[config.mk]
export PLATFORM = sky130hd
export DESIGN_NAME = http_request_classifier_core
export DESIGN_NICKNAME = d
export VERILOG_FILES = /design/src/design/hrc_pkg.sv /design/src/design/http_request_classifier_core.sv
export VERILOG_INCLUDE_DIRS = /design/src /design/src/design
export SDC_FILE = /design/constraint.sdc
export NUM_CORES = 1
export LEC_CHECK = 0
export BUFFER_PORTS_ARGS = -buffer_cell sky130_fd_sc_hd__buf_2
export CAP_MARGIN = 10
export CORE_UTILIZATION = 55
export DETAILED_ROUTE_END_ITERATION = 8
export PLACE_DENSITY = 0.73
export SYNTH_ARGS = -nofsm -noshare
export SYNTH_HDL_FRONTEND = slang
export SYNTH_SLANG_ARGS = --single-unit
[constraint.sdc]
create_clock -name clk_i -period 4.3 [get_ports clk_i]
set_input_delay 0.215 -clock clk_i [delete_from_list [all_inputs] [get_ports clk_i]]
set_output_delay 0.215 -clock clk_i [all_outputs]
set_load 0.02 [all_outputs]
[src/design/http_request_classifier_core_defines.svh]
// Assertion macros shared by the request classifier RTL.
`ifndef HTTP_REQUEST_CLASSIFIER_CORE_DEFINES_SVH
`define HTTP_REQUEST_CLASSIFIER_CORE_DEFINES_SVH

// Property checked on every rising edge, skipped while reset is asserted.
`define HRC_ASSERT(label, clk, rstn, prop, msg) \
  label: assert property (@(posedge clk) disable iff (!rstn) prop) else $error(msg);

// Property checked on every rising edge, reset included.
`define HRC_ASSERT_ALWAYS(label, clk, prop, msg) \
  label: assert property (@(posedge clk) prop) else $error(msg);

`endif

[src/design/hrc_pkg.sv]
// Types, constants and prefix tables for the HTTP request classifier.
package hrc_pkg;

  localparam int MAX_HEADER_BYTES_DEF = 1024;
  localparam int NUM_PREFIXES         = 5;
  localparam int NUMBER_START         = 10;
  localparam int BYTE_W               = 8;
  localparam int LIMIT_W              = 16;
  localparam int NUM_W                = 16;
  localparam int BODY_W               = 11;
  localparam int ACC_W                = 17;
  localparam int OUTC_W               = 3;
  localparam int PAT_W                = 128;

  localparam logic [ACC_W-1:0]  ACC_MAX       = '1;
  localparam logic [LIMIT_W-1:0] LIMIT_RESET  = 16'd64;
  localparam logic [23:0]       CRLFCR        = 24'h0D0A0D;
  localparam logic [BYTE_W-1:0] CHAR_LF       = 8'h0A;
  localparam logic [BYTE_W-1:0] CHAR_SPACE    = 8'h20;
  localparam logic [BYTE_W-1:0] CHAR_ZERO     = 8'h30;
  localparam logic [BYTE_W-1:0] CHAR_NINE     = 8'h39;
  localparam logic [BYTE_W-1:0] CHAR_NUL      = 8'h00;

  typedef enum logic [OUTC_W-1:0] {
    OUT_STATUS    = 3'd0,
    OUT_CONFIGURE = 3'd1,
    OUT_RANK      = 3'd2,
    OUT_SIZE      = 3'd3,
    OUT_ROUTING   = 3'd4,
    OUT_NOT_FOUND = 3'd5,
    OUT_BAD       = 3'd6
  } outcome_e;

  typedef enum logic [1:0] {
    PH_BEFORE = 2'd0,
    PH_DIGITS = 2'd1,
    PH_DONE   = 2'd2
  } num_phase_e;

  // Prefix strings, right aligned: the first character sits in the highest used byte.
  localparam logic [PAT_W-1:0] PAT_STR [NUM_PREFIXES] = '{
    PAT_W'("GET /status"),
    PAT_W'("POST /configure"),
    PAT_W'("PUT /rank/"),
    PAT_W'("PUT /size/"),
    PAT_W'("POST /routing")
  };
  localparam logic [3:0] PAT_LEN [NUM_PREFIXES] = '{4'd11, 4'd15, 4'd10, 4'd10, 4'd13};

  // Character of prefix idx at position p (p below the prefix length).
  function automatic logic [BYTE_W-1:0] pat_char(input logic [2:0] idx, input logic [3:0] p);
    logic [PAT_W-1:0] s;
    logic [3:0]       k;
    s = PAT_STR[idx];
    k = PAT_LEN[idx] - 4'd1 - p;
    return s[{k, 3'b000} +: BYTE_W];
  endfunction

endpackage

[src/design/http_request_classifier_core.sv]
// Streaming HTTP request-line classifier: prefix match, number capture, header end.
//
//  channel | signals                                       | dir | word
//  --------+-----------------------------------------------+-----+----------------------------
//  in      | in_valid_i/in_ready_o, data_byte_i,           | in  | one request byte + flags
//          | first_byte_i, end_of_data_i                   |     |
//  out     | out_valid_o/out_ready_i, outcome_o,           | out | at most one result per request
//          | number_value_o, body_offset_o                 |     |
//  cfg     | cfg_we_i, cfg_wdata_i                         | in  | cluster limit, no wait
//
//  Cycles: one byte per cycle while in_ready_o is high. The request state updates at
//  the edge that takes the byte; a result is loaded into the output register at that
//  same edge and shows on out_valid_o in the next cycle.
//  Stalls: the output register holds one word; the input stays ready while it is empty
//  or being drained, so a byte is taken in the same cycle a waiting result leaves.
//  Reset: asynchronous, active low; clears control state and sets the limit to 64.
`include "http_request_classifier_core_defines.svh"

module http_request_classifier_core
  import hrc_pkg::*;
#(
  parameter int MAX_HEADER_BYTES = MAX_HEADER_BYTES_DEF
) (
  input  logic               clk_i,
  input  logic               rst_ni,
  // configuration
  input  logic               cfg_we_i,
  input  logic [LIMIT_W-1:0] cfg_wdata_i,
  // input bytes
  input  logic               in_valid_i,
  output logic               in_ready_o,
  input  logic [BYTE_W-1:0]  data_byte_i,
  input  logic               first_byte_i,
  input  logic               end_of_data_i,
  // results
  output logic               out_valid_o,
  input  logic               out_ready_i,
  output logic [OUTC_W-1:0]  outcome_o,
  output logic [NUM_W-1:0]   number_value_o,
  output logic [BODY_W-1:0]  body_offset_o
);

  localparam int CNT_W = $clog2(MAX_HEADER_BYTES + 1);
  localparam logic [CNT_W-1:0] CNT_MAX   = CNT_W'(MAX_HEADER_BYTES);
  localparam logic [CNT_W-1:0] CNT_START = CNT_W'(NUMBER_START);

  // Request state
  logic [LIMIT_W-1:0]      limit_q;
  logic [NUM_PREFIXES-1:0] alive_q, alive_d;
  logic [CNT_W-1:0]        cnt_q, cnt_d;
  logic [23:0]             recent_q, recent_d;
  logic [ACC_W-1:0]        acc_q, acc_d;
  num_phase_e              phase_q, phase_d;
  logic                    bad_q, bad_d;
  logic                    done_q, done_d;

  // Output register
  logic                    out_valid_q;
  outcome_e                outcome_q, outcome_d;
  logic [NUM_W-1:0]        number_q, number_d;
  logic [BODY_W-1:0]       offset_q, offset_d;
  logic                    res_fire;

  // Start-of-byte view, with the per-request clear applied on a first byte
  logic [NUM_PREFIXES-1:0] e_alive;
  logic [CNT_W-1:0]        e_cnt;
  logic [23:0]             e_recent;
  logic [ACC_W-1:0]        e_acc;
  num_phase_e              e_phase;
  logic                    e_bad;
  logic                    e_done;

  logic                    accept;
  logic [NUM_PREFIXES-1:0] kill;
  logic                    in_number;
  logic                    is_digit;
  logic [ACC_W+3:0]        acc_x10;
  logic                    hdr_end;

  assign in_ready_o = !out_valid_q || out_ready_i;
  assign accept     = in_valid_i && in_ready_o;

  assign e_alive  = first_byte_i ? '1 : alive_q;
  assign e_cnt    = first_byte_i ? '0 : cnt_q;
  assign e_recent = first_byte_i ? '0 : recent_q;
  assign e_acc    = first_byte_i ? '0 : acc_q;
  assign e_phase  = first_byte_i ? PH_BEFORE : phase_q;
  assign e_bad    = first_byte_i ? 1'b0 : bad_q;
  assign e_done   = first_byte_i ? 1'b0 : done_q;

  // Drop a prefix on the first mismatching character inside its length
  for (genvar i = 0; i < NUM_PREFIXES; i++) begin : g_match
    assign kill[i] = (e_cnt < CNT_W'(PAT_LEN[i]))
                  && (pat_char(3'(i), e_cnt[3:0]) != data_byte_i);
  end

  assign is_digit = (data_byte_i >= CHAR_ZERO) && (data_byte_i <= CHAR_NINE);
  assign acc_x10  = {e_acc, 3'b000} + {3'b000, e_acc, 1'b0}
                  + (ACC_W+4)'(data_byte_i - CHAR_ZERO);
  assign hdr_end  = (e_recent == CRLFCR) && (data_byte_i == CHAR_LF);

  always_comb begin
    alive_d   = e_alive;
    cnt_d     = e_cnt;
    recent_d  = e_recent;
    acc_d     = e_acc;
    phase_d   = e_phase;
    bad_d     = e_bad;
    done_d    = e_done;
    res_fire  = 1'b0;
    outcome_d = OUT_BAD;
    number_d  = '0;
    offset_d  = '0;
    in_number = 1'b0;

    if (!e_done) begin
      if (data_byte_i == CHAR_NUL) begin
        // end of text: bad request, no body offset
        res_fire = 1'b1;
        done_d   = 1'b1;
      end else begin
        alive_d  = e_alive & ~kill;
        in_number = (e_cnt >= CNT_START) && (alive_d[OUT_RANK] || alive_d[OUT_SIZE])
                 && (e_phase != PH_DONE);
        if (in_number) begin
          if (data_byte_i == CHAR_SPACE) begin
            if (e_phase == PH_BEFORE) bad_d = 1'b1;
            phase_d = PH_DONE;
          end else if (is_digit) begin
            acc_d   = (acc_x10 > (ACC_W+4)'(ACC_MAX)) ? ACC_MAX : acc_x10[ACC_W-1:0];
            phase_d = PH_DIGITS;
          end else begin
            bad_d = 1'b1;
          end
        end
        recent_d = {e_recent[15:0], data_byte_i};
        cnt_d    = e_cnt + CNT_W'(1);

        if (hdr_end) begin
          res_fire = 1'b1;
          done_d   = 1'b1;
          offset_d = BODY_W'(cnt_d);
          // First alive prefix in list order wins
          if (alive_d[OUT_STATUS]) begin
            outcome_d = OUT_STATUS;
          end else if (alive_d[OUT_CONFIGURE]) begin
            outcome_d = OUT_CONFIGURE;
          end else if (alive_d[OUT_RANK] || alive_d[OUT_SIZE]) begin
            // The closing LF is no digit, so the count is the one from before this byte
            if (bad_d || (phase_d != PH_DONE) || (e_acc >= {1'b0, limit_q})) begin
              outcome_d = OUT_BAD;
            end else begin
              outcome_d = alive_d[OUT_RANK] ? OUT_RANK : OUT_SIZE;
              number_d  = e_acc[NUM_W-1:0];
            end
          end else if (alive_d[OUT_ROUTING]) begin
            outcome_d = OUT_ROUTING;
          end else begin
            outcome_d = OUT_NOT_FOUND;
          end
        end else if (end_of_data_i || (cnt_d >= CNT_MAX)) begin
          // no header end in time: bad request, no body offset
          res_fire = 1'b1;
          done_d   = 1'b1;
        end
      end
    end
  end

  always_ff @(posedge clk_i or negedge rst_ni) begin
    if (!rst_ni) begin
      limit_q     <= LIMIT_RESET;
      alive_q     <= '1;
      cnt_q       <= '0;
      recent_q    <= '0;
      acc_q       <= '0;
      phase_q     <= PH_BEFORE;
      bad_q       <= 1'b0;
      done_q      <= 1'b1;
      out_valid_q <= 1'b0;
    end else begin
      if (cfg_we_i) begin
        limit_q <= cfg_wdata_i;
      end
      if (accept) begin
        alive_q  <= alive_d;
        cnt_q    <= cnt_d;
        recent_q <= recent_d;
        acc_q    <= acc_d;
        phase_q  <= phase_d;
        bad_q    <= bad_d;
        done_q   <= done_d;
      end
      if (accept && res_fire) begin
        out_valid_q <= 1'b1;
      end else if (out_ready_i) begin
        out_valid_q <= 1'b0;
      end
    end
  end

  // Result payload, loaded only with a new result
  always_ff @(posedge clk_i) begin
    if (accept && res_fire) begin
      outcome_q <= outcome_d;
      number_q  <= number_d;
      offset_q  <= offset_d;
    end
  end

  assign out_valid_o    = out_valid_q;
  assign outcome_o      = outcome_q;
  assign number_value_o = number_q;
  assign body_offset_o  = offset_q;

  `HRC_ASSERT(a_num_only_rank_size, clk_i, rst_ni, (out_valid_o && (number_value_o != '0)) |-> ((outcome_o == OUT_RANK) || (outcome_o == OUT_SIZE)), "number reported on a non-number outcome")
  `HRC_ASSERT(a_num_below_limit, clk_i, rst_ni, (out_valid_o && ((outcome_o == OUT_RANK) || (outcome_o == OUT_SIZE))) |-> (number_value_o < limit_q), "accepted number not below cluster limit")
  `HRC_ASSERT(a_done_after_result, clk_i, rst_ni, (accept && res_fire) |=> done_q, "request not closed after its result")
  `HRC_ASSERT_ALWAYS(a_count_bounded, clk_i, !rst_ni || (cnt_q <= CNT_MAX), "byte count beyond header limit")

endmodule

======== Yosys cells after proc, flatten, opt, wreduce, memory -nomap -nowiden ========
Index checks and enable logic that the tools add are counted.
storage, ports and cells
  memories ................................ 0
  ROM bits ................................ 0
  bits in latches ......................... 0
  output and inout bits ................... 32
  input port bits ......................... 31
  memory bits (writable) .................. 0
  flip-flop bits (word level) ............. 108
  word-level logic and storage cells ...... 120
operators by class
  equality and inequality tests ........... 10
  reduce and logical (&&, ||, !) cells .... 23
  bitwise logic cells ..................... 4
  shift operators ......................... 5
  div/mod/pow operators ................... 0
  $mul .................................... 0
  add/sub/neg operators ................... 8
  multiplexer cells ....................... 47
  magnitude comparators ................... 10
operators with widths
  operator                                                                              count
  128-bit by 8-bit indexed part select with 8-bit output, first input constant          5
  17-bit 2-to-1 mux                                                                     7
  24-bit 2-to-1 mux                                                                     3
  11-bit by 4-bit < comparator with 1-bit output, second input constant                 4
  8-bit != test                                                                         5
  11-bit 2-to-1 mux                                                                     3
  24-bit by 20-bit equality test with 1-bit output, second input constant               1
  20-bit by 18-bit adder with 21-bit output                                             1
  21-bit adder                                                                          1
  21-bit by 17-bit greater-than comparator with 1-bit output, second input constant     1
  1-bit 2-to-1 mux                                                                      19
  17-bit by 16-bit greater-or-equal comparator with 1-bit output                        1
  2-bit 2-to-1 mux                                                                      8
  4-bit subtractor, first input constant                                                4
  5-bit 2-to-1 mux                                                                      3
  3-bit 2-to-1 mux                                                                      4
  11-bit by 1-bit adder with 11-bit output, second input constant                       1
  11-bit greater-or-equal comparator, second input constant                             1
  11-bit by 4-bit greater-or-equal comparator with 1-bit output, second input constant  1
  1-bit logical AND                                                                     11
  8-bit by 6-bit subtractor with 9-bit output, second input constant                    1
  8-bit by 4-bit equality test with 1-bit output, second input constant                 1
  8-bit by 6-bit equality test with 1-bit output, second input constant                 1
  8-bit by 6-bit greater-or-equal comparator with 1-bit output, second input constant   1
  other kinds (13)                                                                      19

======== Longest topological paths before layout ========
  depth after elaboration ................. 20
  depth in mapped cells ................... 19
  gate-level depth less buffers ........... 15

======== Worst setup path after synthesis ========
OpenSTA, ideal clock, no wires.
  path kind ............................... input-to-reg
  start point ............................. input port first_byte_i
  end point ............................... register acc_q[5]
  library setup time ...................... 0.135 ns
  data arrival time ....................... 4.758 ns
  path slack .............................. -0.592 ns
  stages .................................. 18
  buffers on the path ..................... 5
  data required time ...................... 4.165 ns
  path through ............................ buf_4 -> clkbuf_1 -> clkbuf_1 -> clkbuf_1 -> clkbuf_1 -> nor2_1 -> ha_1 -> ha_1 -> fa_1 -> a21o_1 -> and4_4 -> or3_4 -> a21o_1 -> or3_4 -> a2111oi_4 -> nand2_2 -> nor4b_1 -> o22ai_1
on the way
  elaborated cells on any way between the ends .. 29
  those cells by class .................... 3 x add/sub; 3 x order compare; 3 x eq/ne; 2 x shift; 11 x mux; 2 x bitwise; 5 x reduce/logical
RTL lines
  item                                                        line                                 source
  from (decl)                                                 http_request_classifier_core.sv:33   input logic first_byte_i,
  17-bit 2-to-1 mux *                                         http_request_classifier_core.sv:86   assign e_acc = first_byte_i ? '0 : acc_q;
  via e_acc[1]                                                http_request_classifier_core.sv:68   logic [ACC_W-1:0] e_acc;
  20-bit by 18-bit adder with 21-bit output *                 http_request_classifier_core.sv:98   assign acc_x10 = {e_acc, 3'b000} + {3'b000, e_acc, 1'b0}
  21-bit adder *                                              http_request_classifier_core.sv:99   + (ACC_W+4)'(data_byte_i - CHAR_ZERO);
  21-bit by 17-bit greater-than comparator with 1-bit output  http_request_classifier_core.sv:130  acc_d = (acc_x10 > (ACC_W+4)'(ACC_MAX)) ? ACC_MAX : acc_x10[ACC_W-1:0];
  17-bit 2-to-1 mux *                                         http_request_classifier_core.sv:130
  17-bit 2-to-1 mux *                                         http_request_classifier_core.sv:129  end else if (is_digit) begin
  17-bit 2-to-1 mux *                                         http_request_classifier_core.sv:126  if (data_byte_i == CHAR_SPACE) begin
  17-bit 2-to-1 mux *                                         http_request_classifier_core.sv:125  if (in_number) begin
  17-bit 2-to-1 mux *                                         http_request_classifier_core.sv:117  if (data_byte_i == CHAR_NUL) begin
  17-bit 2-to-1 mux *                                         http_request_classifier_core.sv:116  if (!e_done) begin
  to (signal assigned)                                        http_request_classifier_core.sv:176  acc_q <= '0;
  to (signal assigned)                                        http_request_classifier_core.sv:189  acc_q <= acc_d;
  to (decl)                                                   http_request_classifier_core.sv:52   logic [ACC_W-1:0] acc_q, acc_d;
Mark *: on every way through the listed nets, which the timed path passes. The rest lies on a longest branch.
A chain may end at the register's enable or synchronous reset.

======== Worst setup path after layout ========
  start point ............................. register acc_q[5]
  end point ............................... register acc_q[5]
on the way
  word-level cells in the longest chain between the ends .. 10
ends and longest elaborated chain
  item                                                        line
  17-bit 2-to-1 mux *                                         http_request_classifier_core.sv:86
  via e_acc[5]                                                http_request_classifier_core.sv:68
  20-bit by 18-bit adder with 21-bit output                   http_request_classifier_core.sv:98
  21-bit adder                                                http_request_classifier_core.sv:99
  21-bit by 17-bit greater-than comparator with 1-bit output  http_request_classifier_core.sv:130
  17-bit 2-to-1 mux                                           http_request_classifier_core.sv:130
  17-bit 2-to-1 mux                                           http_request_classifier_core.sv:129
  17-bit 2-to-1 mux                                           http_request_classifier_core.sv:126
  17-bit 2-to-1 mux                                           http_request_classifier_core.sv:125
  17-bit 2-to-1 mux                                           http_request_classifier_core.sv:117
  17-bit 2-to-1 mux *                                         http_request_classifier_core.sv:116
Marks and branches as above.

==> impl_metrics.ini <==
[yosys]
synth_area_sq_um = 8942
ys_seq_area_frac = 0.3200
yosysTopAreaCellShare = 0.1987
synth-main-ff-cell = dfrtp_1
ys_warn_count = 0
synth_edf_count = 30
synth.ff_latch_count = 108
syn_area_per_cell_sq_um = 8.525
synth_nets = 1154
async_flop_share = 0.7222
synth_area_leader_cell = dfrtp_1
synthDistinctLibCells = 93
syn_inst = 1049
synth_top_cells_by_area = dfrtp_1 (20%), edfxtp_1 (10%), ha_1 (8.1%)

[worst_setup_path]
cp.arrival_ps = 4290
required_ps = 4520
endpoint = acc_q[5]
critPathMaxFanout = 6
worstSetupPathDepth = 15
critPathBufInv = 3
reg2regPathDepth = 15
worstPathCellList = nor2b_1 -> inv_1 -> fa_1 -> inv_1 -> ha_1 -> nand3_1 -> nand2_1 -> or3_4 -> a21o_1 -> or3_4 -> a2111oi_4 -> buf_4 -> nand2_2 -> nor4b_2 -> o22ai_1
reg2reg_from = acc_q[5]
critical-path-slowest-cell = fa_1
r2r_slack_ps = 240
end_kind = register
critPathLaunchType = register
criticalPathCategory = reg2reg
crit_start = acc_q[5]
crit_path_max_incr_delay_ps = 550
r2r_end = acc_q[5]
critPathTopFamily = simple AND/OR/NAND/NOR gates

[layout]
area_delta_synth_final_pct = 12.33
final_cell_mix = nand2_1 (129), inv_1 (74), o21ai_0 (71), dfrtp_1 (71)
diodes = 0
layout_commonest_cell = nand2_1
layout.nets = 1227
drive_gt1_frac = 0.1908
final_area_sq_um = 10040

[cts]
numCtsBuffers = 9
clock-sinks = 108
clk_pin_slew_ps = 70
cts_resized = 0
cts_htree_levels = 3
clockRootBuffer = clkbuf_16
cts.path.max_buffers = 2
clock_latency_ps = 360
cts_tree = yes

[grt]
grt_pass1_vias = 7645
grt_max_degree = 79
track_usage = 0.3149
grt-busiest-layer = met2
grt_overflow = 0
use_met3 = 0.04583
met1_usage = 0.4078
antenna_found_initial = 0
grt_util_met2 = 0.5335
grt_first_pass_wirelength_um = 40790

[sta]
period_minus_slack_ps = 4064
fin_skew_ps = 12.33
finalMaxSlewViolations = 0
finalSetupViolations = 0
finalHoldViolCount = 2
grt_setup_unrepaired = no
relSlewSlack = 0.2473
hold_slack_ps = -6.918
max_freq_mhz = 246.1
fin_setup_tns_ps = 0
tightest_slew_ps = 1128
min_period_over_period = 0.9451

[die]
dieArea_sq_um = 16770
initial_core_util = 0.5629
io_pins = 63
die_y_um = 129.5
coreArea_sq_um = 15890
die_w_um = 129.5
num_rows = 46

[pwr]
ir_drop_v = 0.0002226
p_leak_nw = 4.416
power.total_mw = 3.317
powerDensity_nw_per_um2 = 330.2

[place]
dp_hpwl_um = 18690
io_buffers = 62
postPlaceCellArea_sq_um = 9759
place.gp.congestion = 0.9801

[routing]
routedWlPerCell_um = 18.45
ant_nets = 0
routed_wl_um = 24780
drt_iter0_markers = 811
drcViolationCount = 0
num_vias = 8065
dr.pass1.iters = 5
via_per_inst = 6.005

[hold_path]
hp-class = in2async

[run_status]
violations = hold timing
status = finished with violations

[job]
cap_violations = 0
metal layers:
| layer | up-vias | routed length, um |
|---|---|---|
| li1 | 3896 | - |
| met1 | 3824 | 10470 |
| met2 | 292 | 11920 |
| met3 | 53 | 1424 |
| met4 | 0 | 959 |
| met5 | - | 0 |
per-stage QoR:
stage	setup slack (ps)	hold WS, ps	instances	utilization
global placement	48.19	419.3	1326	0.6144
detailed placement	-77.29	425.4	1326	0.6144
floorplan	5.683	-80.59	1049	-
CTS	117.9	59.18	1342	0.6319
global route	39.13	62.38	1343	0.6323
finish	236.0	-6.918	1343	0.6323
layout make-up:
| class | instances | area [sq um] |
|---|---|---|
| fillers | 1415 | 5841 |
| inverters | 82 | 307.8 |
| well taps | 216 | 270.3 |
| repair buffers | 124 | 790.8 |
| clock inverters | 5 | 45.04 |
| flip-flops and latches | 108 | 2861 |
| multi-input cells | 797 | 5537 |
| clock buffers | 11 | 232.7 |
kinds of logic after synthesis:
| kind of cell | count (synthesis) | share of synthesized area |
|---|---|---|
| fa+ha+maj | 74 | 0.1170 |
| compound gates | 279 | 0.2089 |
| buf+inv | 144 | 0.06758 |
| simple gates | 382 | 0.2188 |
| xor+xnor | 43 | 0.04421 |
| mux | 19 | 0.02351 |
| flops | 108 | 0.3200 |
where the power goes:
group / switching, mW / internal, mW
registers: 0.0639 / 1.16
logic: 0.795 / 0.500
clock network: 0.397 / 0.402
worst min path at each step:
stage / startpoint / endpoint / slack (ps) / cells past startpoint
2_1_floorplan: rst_ni / acc_q[0] / -80 / 0
3_3_place_gp: cfg_wdata_i[8] / limit_q[8] / 420 / 3
3_5_place_dp: cfg_wdata_i[5] / limit_q[5] / 430 / 3
4_1_cts: cfg_wdata_i[7] / limit_q[7] / 60 / 3
5_1_grt: cfg_wdata_i[5] / limit_q[5] / 60 / 3
6_report: rst_ni / cnt_q[4] / -7 / 1
sequential cells by signal (all words and copies together) (netlist names), 2 cells and up:
name / count
phase_q: 2
recent_q: 24
acc_q: 17
alive_q: 5
body_offset_o: 11
limit_q: 16
outcome_o: 3
cnt_q: 11
number_value_o: 16
synthesized netlist by cell type, types with 14 or more instances:
| cell type | count |
|---|---|
| a21o_1 | 15 |
| a21oi_1 | 62 |
| a22oi_1 | 18 |
| clkbuf_1 | 40 |
| dfrtp_1 | 71 |
| edfxtp_1 | 30 |
| fa_1 | 16 |
| ha_1 | 58 |
| inv_1 | 78 |
| nand2_1 | 129 |
| nand3_1 | 28 |
| nand4_1 | 14 |
| nor2_1 | 63 |
| nor2b_1 | 22 |
| nor3_1 | 36 |
| nor4_1 | 15 |
| o21ai_0 | 71 |
| xnor2_1 | 25 |
| xor2_1 | 17 |
what timing repair did:
item                       4_1_cts  5_1_grt
hold buffers                     0        0
setup buffers                    0        1
setup endpoints to repair        0        7
Note: power is estimated with default switching activity, not from simulation.
